**config.mk**
```make
export PLATFORM = sky130hd
export DESIGN_NAME = overcurrent_frequency_throttle
export DESIGN_NICKNAME = d
export VERILOG_FILES = /design/src/ofth_pkg.sv /design/src/overcurrent_frequency_throttle.sv
export VERILOG_INCLUDE_DIRS = /design/src /design/src/src
export SDC_FILE = /design/constraint.sdc
export NUM_CORES = 2
export LEC_CHECK = 0
export BUFFER_PORTS_ARGS = -buffer_cell sky130_fd_sc_hd__clkbuf_2
export CAP_MARGIN = 20
export CORE_MARGIN = 2
export CORE_UTILIZATION = 60
export CTS_CLUSTER_DIAMETER = 80
export CTS_CLUSTER_SIZE = 24
export DETAILED_ROUTE_END_ITERATION = 8
export MAX_ROUTING_LAYER = met4
export PLACE_DENSITY = 0.85
export SYNTH_ARGS = -nofsm -noshare
export SYNTH_HDL_FRONTEND = slang
export SYNTH_SLANG_ARGS = --single-unit
```
**constraint.sdc**
```tcl
create_clock -name clk -period 19.7 [get_ports clk]
set_clock_uncertainty 0.2 [all_clocks]
set_input_delay 0 -clock clk [delete_from_list [all_inputs] [get_ports clk]]
set_output_delay 0 -clock clk [all_outputs]
set_load 0.005 [all_outputs]
```
**src/overcurrent_frequency_throttle_macros.svh**
```systemverilog
// Assertion macros shared by the throttle RTL.
// Requires a clock named clk and an active-low reset named rst_n in the including module.
`ifndef OVERCURRENT_FREQUENCY_THROTTLE_MACROS_SVH
`define OVERCURRENT_FREQUENCY_THROTTLE_MACROS_SVH

// Same-cycle implication, checked outside reset.
`define OFT_ASSERT_NOW(label, ante, cons, msg) \
    label: assert property (@(posedge clk) disable iff (!rst_n) (ante) |-> (cons)) \
        else $error(msg);

// Next-cycle implication, checked outside reset.
`define OFT_ASSERT_NEXT(label, ante, cons, msg) \
    label: assert property (@(posedge clk) disable iff (!rst_n) (ante) |=> (cons)) \
        else $error(msg);

`endif

```
**src/ofth_pkg.sv**
```systemverilog
// Package for the over-current frequency throttle: command and register codes,
// field widths, reset values and arithmetic constants. No dependencies.
package ofth_pkg;

    localparam int NUM_LEVELS_DEF = 16;

    localparam int CFG_W  = 24;
    localparam int FREQ_W = 24;
    localparam int CNT_W  = 32;
    localparam int LVL_W  = 4;

    // Commands carried by one input beat.
    typedef enum logic [2:0] {
        CMD_EVENT   = 3'd0,
        CMD_TICK    = 3'd1,
        CMD_ENABLE  = 3'd2,
        CMD_DISABLE = 3'd3,
        CMD_LOAD    = 3'd4
    } cmd_t;

    // Configuration register indexes.
    typedef enum logic [2:0] {
        REG_DOWN_STEP    = 3'd0,
        REG_LEVEL_COUNT  = 3'd1,
        REG_RELEASE_MODE = 3'd2,
        REG_THRESHOLD    = 3'd3,
        REG_DURATION     = 3'd4,
        REG_TOP_LEVEL    = 3'd5,
        REG_NO_OCP_LEVEL = 3'd6
    } cfg_reg_t;

    // Release modes; codes above REL_ALWAYS also release unconditionally.
    typedef enum logic [1:0] {
        REL_CURRENT = 2'd0,
        REL_UTIL    = 2'd1,
        REL_ALWAYS  = 2'd2
    } rel_mode_t;

    localparam logic [15:0] CUR_COEFF = 16'd46875;
    localparam logic [6:0]  PERCENT   = 7'd100;

    localparam logic [3:0]  DOWN_STEP_RST   = 4'd1;
    localparam logic [4:0]  LEVEL_COUNT_RST = 5'd16;
    localparam logic [15:0] DURATION_RST    = 16'd100;

endpackage

```
**src/overcurrent_frequency_throttle.sv**
```systemverilog
// Over-current frequency throttle, top level.
// Depends on ofth_pkg and on overcurrent_frequency_throttle_macros.svh.
//
//  Channel   Handshake               Payload
//  -------   ---------------------   ----------------------------------------------
//  input     in_valid / in_stall     command, entry_index, entry_freq, adc_current,
//                                    util_sum, capacity_total
//  result    out_valid / out_stall   clipped_level, limit_freq, throttled, active,
//                                    limit_changed, transitions, level_ticks
//  config    cfg_we                  cfg_index, cfg_data (write only, no wait)
//
// One beat in and one beat out per cycle unless out_stall holds; a taken beat is held in the
// input register, its result in the result register. The state update is a single pass from
// the input register to the state and result registers: one item per clock when unstalled.
// Reset restores the registers and state and clears the tick counters; the frequency
// table is not cleared and holds garbage until loaded.
// A stalled result holds; the input register then fills and in_stall rises.
module overcurrent_frequency_throttle #(
    parameter int NUM_LEVELS = ofth_pkg::NUM_LEVELS_DEF
) (
    input  logic                        clk,
    input  logic                        rst_n,

    input  logic                        cfg_we,
    input  logic [2:0]                  cfg_index,
    input  logic [ofth_pkg::CFG_W-1:0]  cfg_data,

    input  logic                        in_valid,
    output logic                        in_stall,
    input  logic [2:0]                  command,
    input  logic [3:0]                  entry_index,
    input  logic [ofth_pkg::FREQ_W-1:0] entry_freq,
    input  logic [7:0]                  adc_current,
    input  logic [15:0]                 util_sum,
    input  logic [15:0]                 capacity_total,

    output logic                        out_valid,
    input  logic                        out_stall,
    output logic [ofth_pkg::LVL_W-1:0]  clipped_level,
    output logic [ofth_pkg::FREQ_W-1:0] limit_freq,
    output logic                        throttled,
    output logic                        active,
    output logic                        limit_changed,
    output logic [ofth_pkg::CNT_W-1:0]  transitions,
    output logic [ofth_pkg::CNT_W-1:0]  level_ticks
);
    import ofth_pkg::*;

    `include "overcurrent_frequency_throttle_macros.svh"

    // Entry indexes are four bits wide, so no more than sixteen entries are reachable.
    localparam int         STORE_DEPTH = (NUM_LEVELS < 16) ? NUM_LEVELS : 16;
    localparam int         IDX_W       = $clog2(STORE_DEPTH);
    localparam logic [4:0] DEPTH_W5    = 5'(STORE_DEPTH);

    // Configuration registers.
    logic [3:0]  down_step_reg;
    logic [4:0]  level_count_reg;
    logic [1:0]  release_mode_reg;
    logic [23:0] threshold_reg;
    logic [15:0] duration_reg;
    logic [3:0]  top_level_reg;
    logic [3:0]  no_ocp_level_reg;

    // Input register.
    logic              item_valid_reg;
    logic [2:0]        item_cmd_reg;
    logic [3:0]        item_idx_reg;
    logic [FREQ_W-1:0] item_freq_reg;
    logic [7:0]        item_adc_reg;
    logic [15:0]       item_util_reg;
    logic [15:0]       item_cap_reg;

    // Throttle state; the result beat is a view of it.
    logic [LVL_W-1:0]  level_reg,        level_next;
    logic              held_reg,         held_next;
    logic              protect_reg,      protect_next;
    logic              armed_reg,        armed_next;
    logic [15:0]       release_cnt_reg,  release_cnt_next;
    logic [CNT_W-1:0]  change_count_reg, change_count_next;
    logic [CNT_W-1:0]  ticks_reg [STORE_DEPTH];
    logic [FREQ_W-1:0] freq_mem  [STORE_DEPTH];

    // Result register.
    logic              out_valid_reg,    out_valid_next;
    logic              changed_reg,      changed_next;
    logic [3:0]        shown_idx_reg;
    logic              shown_ok_reg,     shown_ok_next;
    logic [FREQ_W-1:0] freq_out_reg;

    logic              advance;
    logic              in_accept;
    logic              tick_inc;
    logic              freq_we;
    logic              release_ok;
    logic              item_idx_ok;
    logic [3:0]        last_level;
    logic [4:0]        eff_count;
    logic [4:0]        stepped;
    logic [23:0]       cur_prod;
    logic [22:0]       util_pct;
    logic [39:0]       cap_thr;

    // An item moves into the state whenever the result register is free or being taken.
    assign advance   = item_valid_reg && (!out_valid_reg || !out_stall);
    assign in_stall  = item_valid_reg && !advance;
    assign in_accept = in_valid && !in_stall;

    function automatic logic [3:0] clamp_level(input logic [4:0] v, input logic [3:0] last);
        clamp_level = (v > {1'b0, last}) ? last : v[3:0];
    endfunction

    always_ff @(posedge clk or negedge rst_n)
    begin
        if (!rst_n)
        begin
            down_step_reg    <= DOWN_STEP_RST;
            level_count_reg  <= LEVEL_COUNT_RST;
            release_mode_reg <= REL_CURRENT;
            threshold_reg    <= '0;
            duration_reg     <= DURATION_RST;
            top_level_reg    <= '0;
            no_ocp_level_reg <= '0;
        end
        else if (cfg_we)
        begin
            case (cfg_index)
                REG_DOWN_STEP:    down_step_reg    <= cfg_data[3:0];
                REG_LEVEL_COUNT:  level_count_reg  <= cfg_data[4:0];
                REG_RELEASE_MODE: release_mode_reg <= cfg_data[1:0];
                REG_THRESHOLD:    threshold_reg    <= cfg_data[23:0];
                REG_DURATION:     duration_reg     <= cfg_data[15:0];
                REG_TOP_LEVEL:    top_level_reg    <= cfg_data[3:0];
                REG_NO_OCP_LEVEL: no_ocp_level_reg <= cfg_data[3:0];
                default:          ;
            endcase
        end
    end

    always_ff @(posedge clk or negedge rst_n)
    begin
        if (!rst_n)
        begin
            item_valid_reg <= 1'b0;
        end
        else
        begin
            item_valid_reg <= in_accept || (item_valid_reg && !advance);
        end
    end

    always_ff @(posedge clk)
    begin
        if (in_accept)
        begin
            item_cmd_reg  <= command;
            item_idx_reg  <= entry_index;
            item_freq_reg <= entry_freq;
            item_adc_reg  <= adc_current;
            item_util_reg <= util_sum;
            item_cap_reg  <= capacity_total;
        end
    end

    // Last level in use: min(level_count, table depth) - 1, with a count of zero as one.
    always_comb
    begin
        eff_count  = (level_count_reg == 5'd0) ? 5'd1 : level_count_reg;
        eff_count  = (eff_count > DEPTH_W5) ? DEPTH_W5 : eff_count;
        last_level = 4'(eff_count - 5'd1);
    end

    assign item_idx_ok = {1'b0, item_idx_reg} < DEPTH_W5;

    // Release check: one multiplier for current mode, two for utilisation mode.
    assign cur_prod = {16'b0, item_adc_reg} * {8'b0, CUR_COEFF};
    assign util_pct = {7'b0, item_util_reg} * {16'b0, PERCENT};
    assign cap_thr  = {24'b0, item_cap_reg} * {16'b0, threshold_reg};

    always_comb
    begin
        case (release_mode_reg)
            REL_CURRENT: release_ok = cur_prod < threshold_reg;
            REL_UTIL:    release_ok = {17'b0, util_pct} < cap_thr;
            default:     release_ok = 1'b1;
        endcase
    end

    assign stepped = {1'b0, level_reg} + {1'b0, down_step_reg};

    always_comb
    begin
        level_next        = level_reg;
        held_next         = held_reg;
        protect_next      = protect_reg;
        armed_next        = armed_reg;
        release_cnt_next  = release_cnt_reg;
        change_count_next = change_count_reg;
        changed_next      = 1'b0;
        tick_inc          = 1'b0;
        freq_we           = 1'b0;
        if (advance)
        begin
            case (item_cmd_reg)
                CMD_EVENT:
                begin
                    if (protect_reg)
                    begin
                        held_next = 1'b1;
                        if (down_step_reg != 4'd0)
                        begin
                            level_next = clamp_level(stepped, last_level);
                        end
                        else
                        begin
                            level_next = clamp_level({1'b0, top_level_reg}, last_level);
                        end
                        change_count_next = change_count_reg + 1'b1;
                        changed_next      = 1'b1;
                        armed_next        = 1'b1;
                        release_cnt_next  = duration_reg;
                    end
                end
                CMD_TICK:
                begin
                    if (protect_reg)
                    begin
                        tick_inc = 1'b1;
                        if (armed_reg)
                        begin
                            // A count of zero or one means the window ends on this tick.
                            if (release_cnt_reg <= 16'd1)
                            begin
                                if (release_ok)
                                begin
                                    held_next         = 1'b0;
                                    armed_next        = 1'b0;
                                    release_cnt_next  = '0;
                                    level_next        = clamp_level({1'b0, top_level_reg},
                                                                    last_level);
                                    change_count_next = change_count_reg + 1'b1;
                                    changed_next      = 1'b1;
                                end
                                else
                                begin
                                    release_cnt_next = duration_reg;
                                end
                            end
                            else
                            begin
                                release_cnt_next = release_cnt_reg - 16'd1;
                            end
                        end
                    end
                end
                CMD_ENABLE:
                begin
                    if (!protect_reg)
                    begin
                        level_next   = clamp_level({1'b0, top_level_reg}, last_level);
                        protect_next = 1'b1;
                        changed_next = 1'b1;
                    end
                end
                CMD_DISABLE:
                begin
                    if (protect_reg)
                    begin
                        armed_next       = 1'b0;
                        release_cnt_next = '0;
                        held_next        = 1'b0;
                        level_next       = clamp_level({1'b0, no_ocp_level_reg}, last_level);
                        protect_next     = 1'b0;
                        changed_next     = 1'b1;
                    end
                end
                CMD_LOAD:
                begin
                    freq_we = item_idx_ok;
                end
                default:
                begin
                end
            endcase
        end
    end

    always_comb
    begin
        out_valid_next = advance || (out_valid_reg && out_stall);
        shown_ok_next  = item_idx_ok;
    end

    always_ff @(posedge clk or negedge rst_n)
    begin
        if (!rst_n)
        begin
            level_reg        <= '0;
            held_reg         <= 1'b0;
            protect_reg      <= 1'b1;
            armed_reg        <= 1'b0;
            release_cnt_reg  <= '0;
            change_count_reg <= '0;
            out_valid_reg    <= 1'b0;
            changed_reg      <= 1'b0;
            shown_ok_reg     <= 1'b0;
            shown_idx_reg    <= '0;
        end
        else
        begin
            level_reg        <= level_next;
            held_reg         <= held_next;
            protect_reg      <= protect_next;
            armed_reg        <= armed_next;
            release_cnt_reg  <= release_cnt_next;
            change_count_reg <= change_count_next;
            out_valid_reg    <= out_valid_next;
            if (advance)
            begin
                changed_reg   <= changed_next;
                shown_ok_reg  <= shown_ok_next;
                shown_idx_reg <= item_idx_reg;
            end
        end
    end

    // Each counter has its own incrementer and counts ticks taken at its level while protected.
    always_ff @(posedge clk or negedge rst_n)
    begin
        if (!rst_n)
        begin
            for (int i = 0; i < STORE_DEPTH; i++)
            begin
                ticks_reg[i] <= '0;
            end
        end
        else
        begin
            for (int i = 0; i < STORE_DEPTH; i++)
            begin
                if (tick_inc && (level_reg == LVL_W'(i)))
                begin
                    ticks_reg[i] <= ticks_reg[i] + 1'b1;
                end
            end
        end
    end

    always_ff @(posedge clk)
    begin
        if (freq_we)
        begin
            freq_mem[item_idx_reg[IDX_W-1:0]] <= item_freq_reg;
        end
        if (advance)
        begin
            // A load into the entry that the limit lands on is passed straight through.
            if (freq_we && (item_idx_reg[IDX_W-1:0] == level_next[IDX_W-1:0]))
            begin
                freq_out_reg <= item_freq_reg;
            end
            else
            begin
                freq_out_reg <= freq_mem[level_next[IDX_W-1:0]];
            end
        end
    end

    // State changes only together with the result register, so the outputs read it directly.
    assign out_valid     = out_valid_reg;
    assign clipped_level = level_reg;
    assign limit_freq    = freq_out_reg;
    assign throttled     = held_reg;
    assign active        = protect_reg;
    assign limit_changed = changed_reg;
    assign transitions   = change_count_reg;
    assign level_ticks   = shown_ok_reg ? ticks_reg[shown_idx_reg[IDX_W-1:0]] : '0;

    `OFT_ASSERT_NOW(a_level_in_table, 1'b1, {1'b0, level_reg} < DEPTH_W5,
                    "limit level beyond the frequency table")
    `OFT_ASSERT_NOW(a_held_means_armed, 1'b1, held_reg == armed_reg,
                    "throttled flag and release timer disagree")
    `OFT_ASSERT_NOW(a_disabled_idle, !protect_reg, !held_reg && !armed_reg,
                    "limit held while protection is disabled")
    `OFT_ASSERT_NEXT(a_count_needs_item, !advance, $stable(change_count_reg),
                     "transition count moved without an item")
    `OFT_ASSERT_NEXT(a_item_gives_result, advance, out_valid_reg,
                     "processed item produced no result beat")

endmodule

```
Word level (Yosys, flattened, before mapping):

Memory sizes are Yosys's and may differ from the RTL's. A register that Yosys moved wholly into a read port is not among the register bits.
Cells that the tools add are included.

* memories: 1
* bits in registers: 705
* input bits: 103
* bits in writable memories: 384

Memory list
* freq_mem: depth 16, bits a word 24, read ports 1, clocked after Yosys merged registers in 1, wr ports 1, RTL line overcurrent_frequency_throttle.sv:82 `logic [FREQ_W-1:0] freq_mem [STORE_DEPTH];`

* bitwise gates (word level): 1
* $add $sub $neg: 20
* equality and inequality tests: 32
* magnitude comparators: 8
* reduce and logical (&&, ||, !) cells: 49
* mux-type cells: 59
* multipliers: 3

Operators with widths (count)
* $add A32 B1 Y32 const B: 17
* $mux W32: 8
* $bmux W32 S4: 1
* $mux W16: 6
* $pmux W32 S2: 1
* $mux W4: 13
* $pmux W16 S3: 1
* $lt A23 B40 Y1: 1
* $mul A16 B24 Y40: 1
* $eq A4 B4 Y1 const B: 8
* $lt A24 B24 Y1: 1
* $mul A8 B16 Y24 const B: 1
* $mux W1: 22
* $mul A16 B5 Y21 const B: 1
* $logic_and A1 B1 Y1: 20
* $eq A4 B3 Y1 const B: 4
* $le A16 B1 Y1 const B: 1
* $pmux W4 S4: 1
* $reduce_and A2 Y1: 8
* $sub A16 B1 Y16 const B: 1
* $eq A3 B2 Y1 const B: 4
* $eq A3 B3 Y1 const B: 4
* $ne A2 B2 Y1 const B: 6
* $pmux W1 S3: 3
* other kinds (27): 38

Logic depth before layout (Yosys ltp):

* depth in word-level cells: 13
* mapped depth: 45

Worst setup path before layout:

No wires, ideal clock.

* kind: register -> register
* from: register threshold_reg[9]
* to: register freq_out_reg[0], in the netlist limit_freq[0] (read register of freq_mem), data pin
* slack: 10.045 ns
* library setup time: 0.271 ns
* arrival time: 9.184 ns
* stages on the path, launching flop included: 42
* period minus slack after synthesis: 9.655 ns
* required time: 19.229 ns
* cell sequence: dfrtp_1 -> clkbuf_1 -> clkbuf_1 -> nand2_1 -> fa_1 -> inv_1 -> fa_1 -> inv_1 -> fa_1 -> inv_1 -> fa_1 -> fa_1 -> inv_1 -> fa_1 -> inv_1 -> ha_1 -> a21oi_1 -> o21ai_1 -> [6 not listed] -> nand4_1 -> a211oi_1 -> o22ai_1 -> nor2_1 -> o2111ai_1 -> a2111o_1 -> nor3_1 -> nand4_1 -> o41ai_1 -> a21oi_1 -> or2_1 -> inv_2 -> buf_6 -> buf_6 -> mux4_2 -> mux2_2 -> a32oi_1 -> a21oi_1

* word-level cells in the longest chain between the ends: 9

Ends and longest elaborated chain
* from (decl): RTL line overcurrent_frequency_throttle.sv:60 `logic [23:0] threshold_reg;`
* from (signal assigned): RTL line overcurrent_frequency_throttle.sv:131 `REG_THRESHOLD: threshold_reg <= cfg_data[23:0];`
* $mul A16 B24 Y40: RTL line overcurrent_frequency_throttle.sv:178 `assign cap_thr = {24'b0, item_cap_reg} * {16'b0, threshold_reg};`
* $lt A23 B40 Y1: RTL line overcurrent_frequency_throttle.sv:184 `REL_UTIL: release_ok = {17'b0, util_pct} < cap_thr;`
* $pmux W1 S2 (*): RTL line overcurrent_frequency_throttle.sv:182 `case (release_mode_reg)`
* $mux W4 (*): RTL line overcurrent_frequency_throttle.sv:234 `if (release_ok)`
* $mux W4 (*): RTL line overcurrent_frequency_throttle.sv:232 `if (release_cnt_reg <= 16'd1)`
* $mux W4 (*): RTL line overcurrent_frequency_throttle.sv:229 `if (armed_reg)`
* $mux W4 (*): RTL line overcurrent_frequency_throttle.sv:226 `if (protect_reg)`
* $pmux W4 S4 (*): RTL line overcurrent_frequency_throttle.sv:204 `case (item_cmd_reg)`
* $mux W4 (*): RTL line overcurrent_frequency_throttle.sv:202 `if (advance)`
* to (decl): RTL line overcurrent_frequency_throttle.sv:89 `logic [FREQ_W-1:0] freq_out_reg;`

Mark *: on every way between the ends. The rest lies on a longest branch, timed or not.
A chain may end at the register's enable or synchronous reset.

Final worst setup path:

* from: register item_cap_reg[9]
* to: register freq_out_reg[17], in the netlist limit_freq[17] (read register of freq_mem), data pin

* word-level cells in the longest chain between the ends: 9

Ends and longest elaborated chain
* from (decl): RTL line overcurrent_frequency_throttle.sv:72 `logic [15:0] item_cap_reg;`
* from (signal assigned): RTL line overcurrent_frequency_throttle.sv:161 `item_cap_reg <= capacity_total;`
* $mul A16 B24 Y40: RTL line overcurrent_frequency_throttle.sv:178
* $lt A23 B40 Y1: RTL line overcurrent_frequency_throttle.sv:184
* $pmux W1 S2: RTL line overcurrent_frequency_throttle.sv:182
* $mux W4: RTL line overcurrent_frequency_throttle.sv:234
* $mux W4: RTL line overcurrent_frequency_throttle.sv:232
* $mux W4: RTL line overcurrent_frequency_throttle.sv:229
* $mux W4: RTL line overcurrent_frequency_throttle.sv:226
* $pmux W4 S4: RTL line overcurrent_frequency_throttle.sv:204
* $mux W4: RTL line overcurrent_frequency_throttle.sv:202

No other way between the ends.

==> results.yml <==
outcome:
  status: "finished, final reports clean"
drt:
  viasPerCell: 6.06
  routed_wl_um: 163000
  drc_errors: 0
  drt_iter0_markers: 5170
  ant_nets: 0
  routedWlPerCell_um: 21.4
  firstDrtPassIters: 6
  route.vias.total: 46114
synth:
  yosysSeqAreaShare: 0.450
  syn_nets: 6498
  synthArstFlopShare: 0.570
  synth.avg_cell_area_um2: 11.7
  synth-seq-cells: 1113
  synth-edff-count: 479
  ys_warn_count: 0
  netlist_instances: 5739
  synth_top_area_cell: "dfrtp_1"
  synth_top_area_share: 0.234
  synth_area_leaders: "dfrtp_1, edfxtp_1, fa_1"
  synth_cell_types: 88
  syn_area_um2: 67200
  synth-main-ff-cell: "dfrtp_1"
worst_hold_path:
  hold_depth: 3
  worstHoldStart: "cfg_data[5]"
  worst_hold_path.endpoint: "threshold_reg[5]$_DFFE_PN0P_"
  hp-class: "in -> reg"
placement:
  place.gp.congestion: 0.929
  dp_hpwl_um: 114000
  dpl-instance-area_um2: 69700
  dp.cells: 7273
  port_buffers: 199
sta:
  min_period_ns: 12.27
  hold_violations: 0
  rsz0062_at_grt: "no"
  slew_viol_final: 0
  worstMarginPinSlew_ns: 1.11
  finalSetupTns_ns: 0
  fmax_ghz: 0.0815
  setup_viol: 0
  slew_headroom: 0.259
  fin_crit_sh: 0.623
finish:
  final_cells: 7606
  area_growth_pct: 10.0
  nets: 6820
  final_common_cell: "nand2_1"
  final_cell_mix: "nand2_1, dfrtp_1, inv_1"
  final_area_um2: 73900
  drive_gt1_frac: 0.115
  largest_register_ffs: 512
clock_tree:
  cts_setup_buffers: 0
  cts_tree: "yes"
  worstSkewPairLatency_ns: 0.74
  clock_path_buffers: 3
  clk_pin_slew_ns: 0.09
  cts.sinks: 1113
  cts_root_buf: "clkbuf_16"
  cts_buffers: 61
  h-tree-depth: 2
global_routing:
  grt_pass1_vias: 47200
  grt_pass1_wl_um: 263000
  grt_max_degree: 182
  grt-ovfl-total: 0
  track_usage: 0.298
  antenna_found_initial: 11
die:
  coreArea_um2: 111000
  ios: 200
  die_x_um: 339
  initial_core_util: 0.606
  num_rows: 122
  die_area_um2: 115000
  dieHeight_um: 339
setup_path:
  crit_required_ns: 19.94
  worstPathArrival_ns: 12.51
  cp_max_fo: 74
  r2r_cells: 39
  start_kind: "flop"
  crit_slowest_cell: "edfxtp_1"
  cp_common_cell: "fa_1"
  r2r-end: "limit_freq[17]$_DFFE_PP_"
  ff2ff_setup_slack_ns: 7.43
  cp_num_buf_inv: 8
  criticalPathCategory: "reg -> reg"
  crit_path_end_kind: "flop"
  cp_top_family: "adder cells"
  cp_slowest_stage_delay_ns: 0.86
  r2r_start: "item_cap_reg[9]$_DFFE_PP_"
job:
  maxCapViolCount: 0
## stage by stage
stage | utilization | hold slack [ns] | setup WS, ns
2_1_floorplan | - | -0.496 | 10.05
3_3_place_gp | 0.629 | -0.124 | 7.90
3_5_place_dp | 0.629 | -0.121 | 7.62
4_1_cts | 0.667 | 0.00308 | 7.59
5_1_grt | 0.667 | 0.0507 | 6.77
6_report | 0.667 | 0.0583 | 7.43
## routing by layer
layer  GRT usage  share of wire  vias up
li1            -              -    20343
met1       0.413           0.41    23337
met3      0.0603           0.10      297
met2       0.455           0.46     2137
met4      0.0807          0.028        0
met5           -              0        -
## logic make-up (layout without fill, tap and decap cells)
kind of cell	count (synthesis)	in the layout	share of synthesized area
xor gates and xnor gates	593	593	0.0773
and+or+nand+nor	1810	1810	0.130
AOI/OAI and AO/OA	454	454	0.0446
adders and majority gates	656	656	0.162
other	0	12	0
buffers and inverters	767	1134	0.0442
muxes	346	346	0.0918
DFF	1113	1113	0.450
## worst register-to-register path: cells and delay by family (launching register included)
family,cells,cell delay [ns]
muxes,2,0.98
xor gates and xnor gates,1,0.10
DFF,1,0.86
AOI/OAI and AO/OA,14,2.88
adders and majority gates,8,3.89
buffers and inverters,8,1.94
and+or+nand+nor,6,1.16
## cells in the mapped netlist, types with 107 or more instances
| cell | count |
|---|---|
| and3_1 | 107 |
| inv_1 | 560 |
| xor2_1 | 155 |
| nor2_1 | 261 |
| nand4_1 | 133 |
| fa_1 | 353 |
| xnor2_1 | 438 |
| dfrtp_1 | 628 |
| and2_1 | 206 |
| mux4_2 | 206 |
| edfxtp_1 | 479 |
| a21oi_1 | 131 |
| ha_1 | 303 |
| clkbuf_1 | 148 |
| nand3_1 | 216 |
| nand2_1 | 694 |
## worst max-delay path by stage
stage	end	slack, ns	cells after the start	start
after CTS	limit_freq[13]$_DFFE_PP_	7.59	39	item_cap_reg[9]$_DFFE_PP_
after detailed placement	limit_freq[11]$_DFFE_PP_	7.62	39	item_cap_reg[9]$_DFFE_PP_
after floorplan	limit_freq[0]$_DFFE_PP_	10.05	41	threshold_reg[9]$_DFFE_PN0P_
after global placement	limit_freq[10]$_DFFE_PP_	7.90	39	item_cap_reg[9]$_DFFE_PP_
after global routing	limit_freq[17]$_DFFE_PP_	6.77	39	item_cap_reg[9]$_DFFE_PP_
final	limit_freq[17]$_DFFE_PP_	7.43	39	item_cap_reg[9]$_DFFE_PP_
## cell type report
class / count / area (um2)
fillers: 7767 / 36900
multi-input cells: 3859 / 34100
flip-flops and latches: 1113 / 30300
well taps: 1488 / 1860
diodes: 12 / 30.0
inverters: 561 / 2110
clock buffers: 86 / 1620
clock inverters: 22 / 417
repair buffers: 465 / 3580
## what timing repair did
action / 4_1_cts / 5_1_grt
hold buffers: 213 / 0
gates resized for setup: 0 / 0
endpoints found under the setup margin: 0 / 0
hold endpoints to repair: 503 / 0
Power is not shown: default switching activity piles up to over one toggle a cycle in this logic, so the estimate is an artifact.
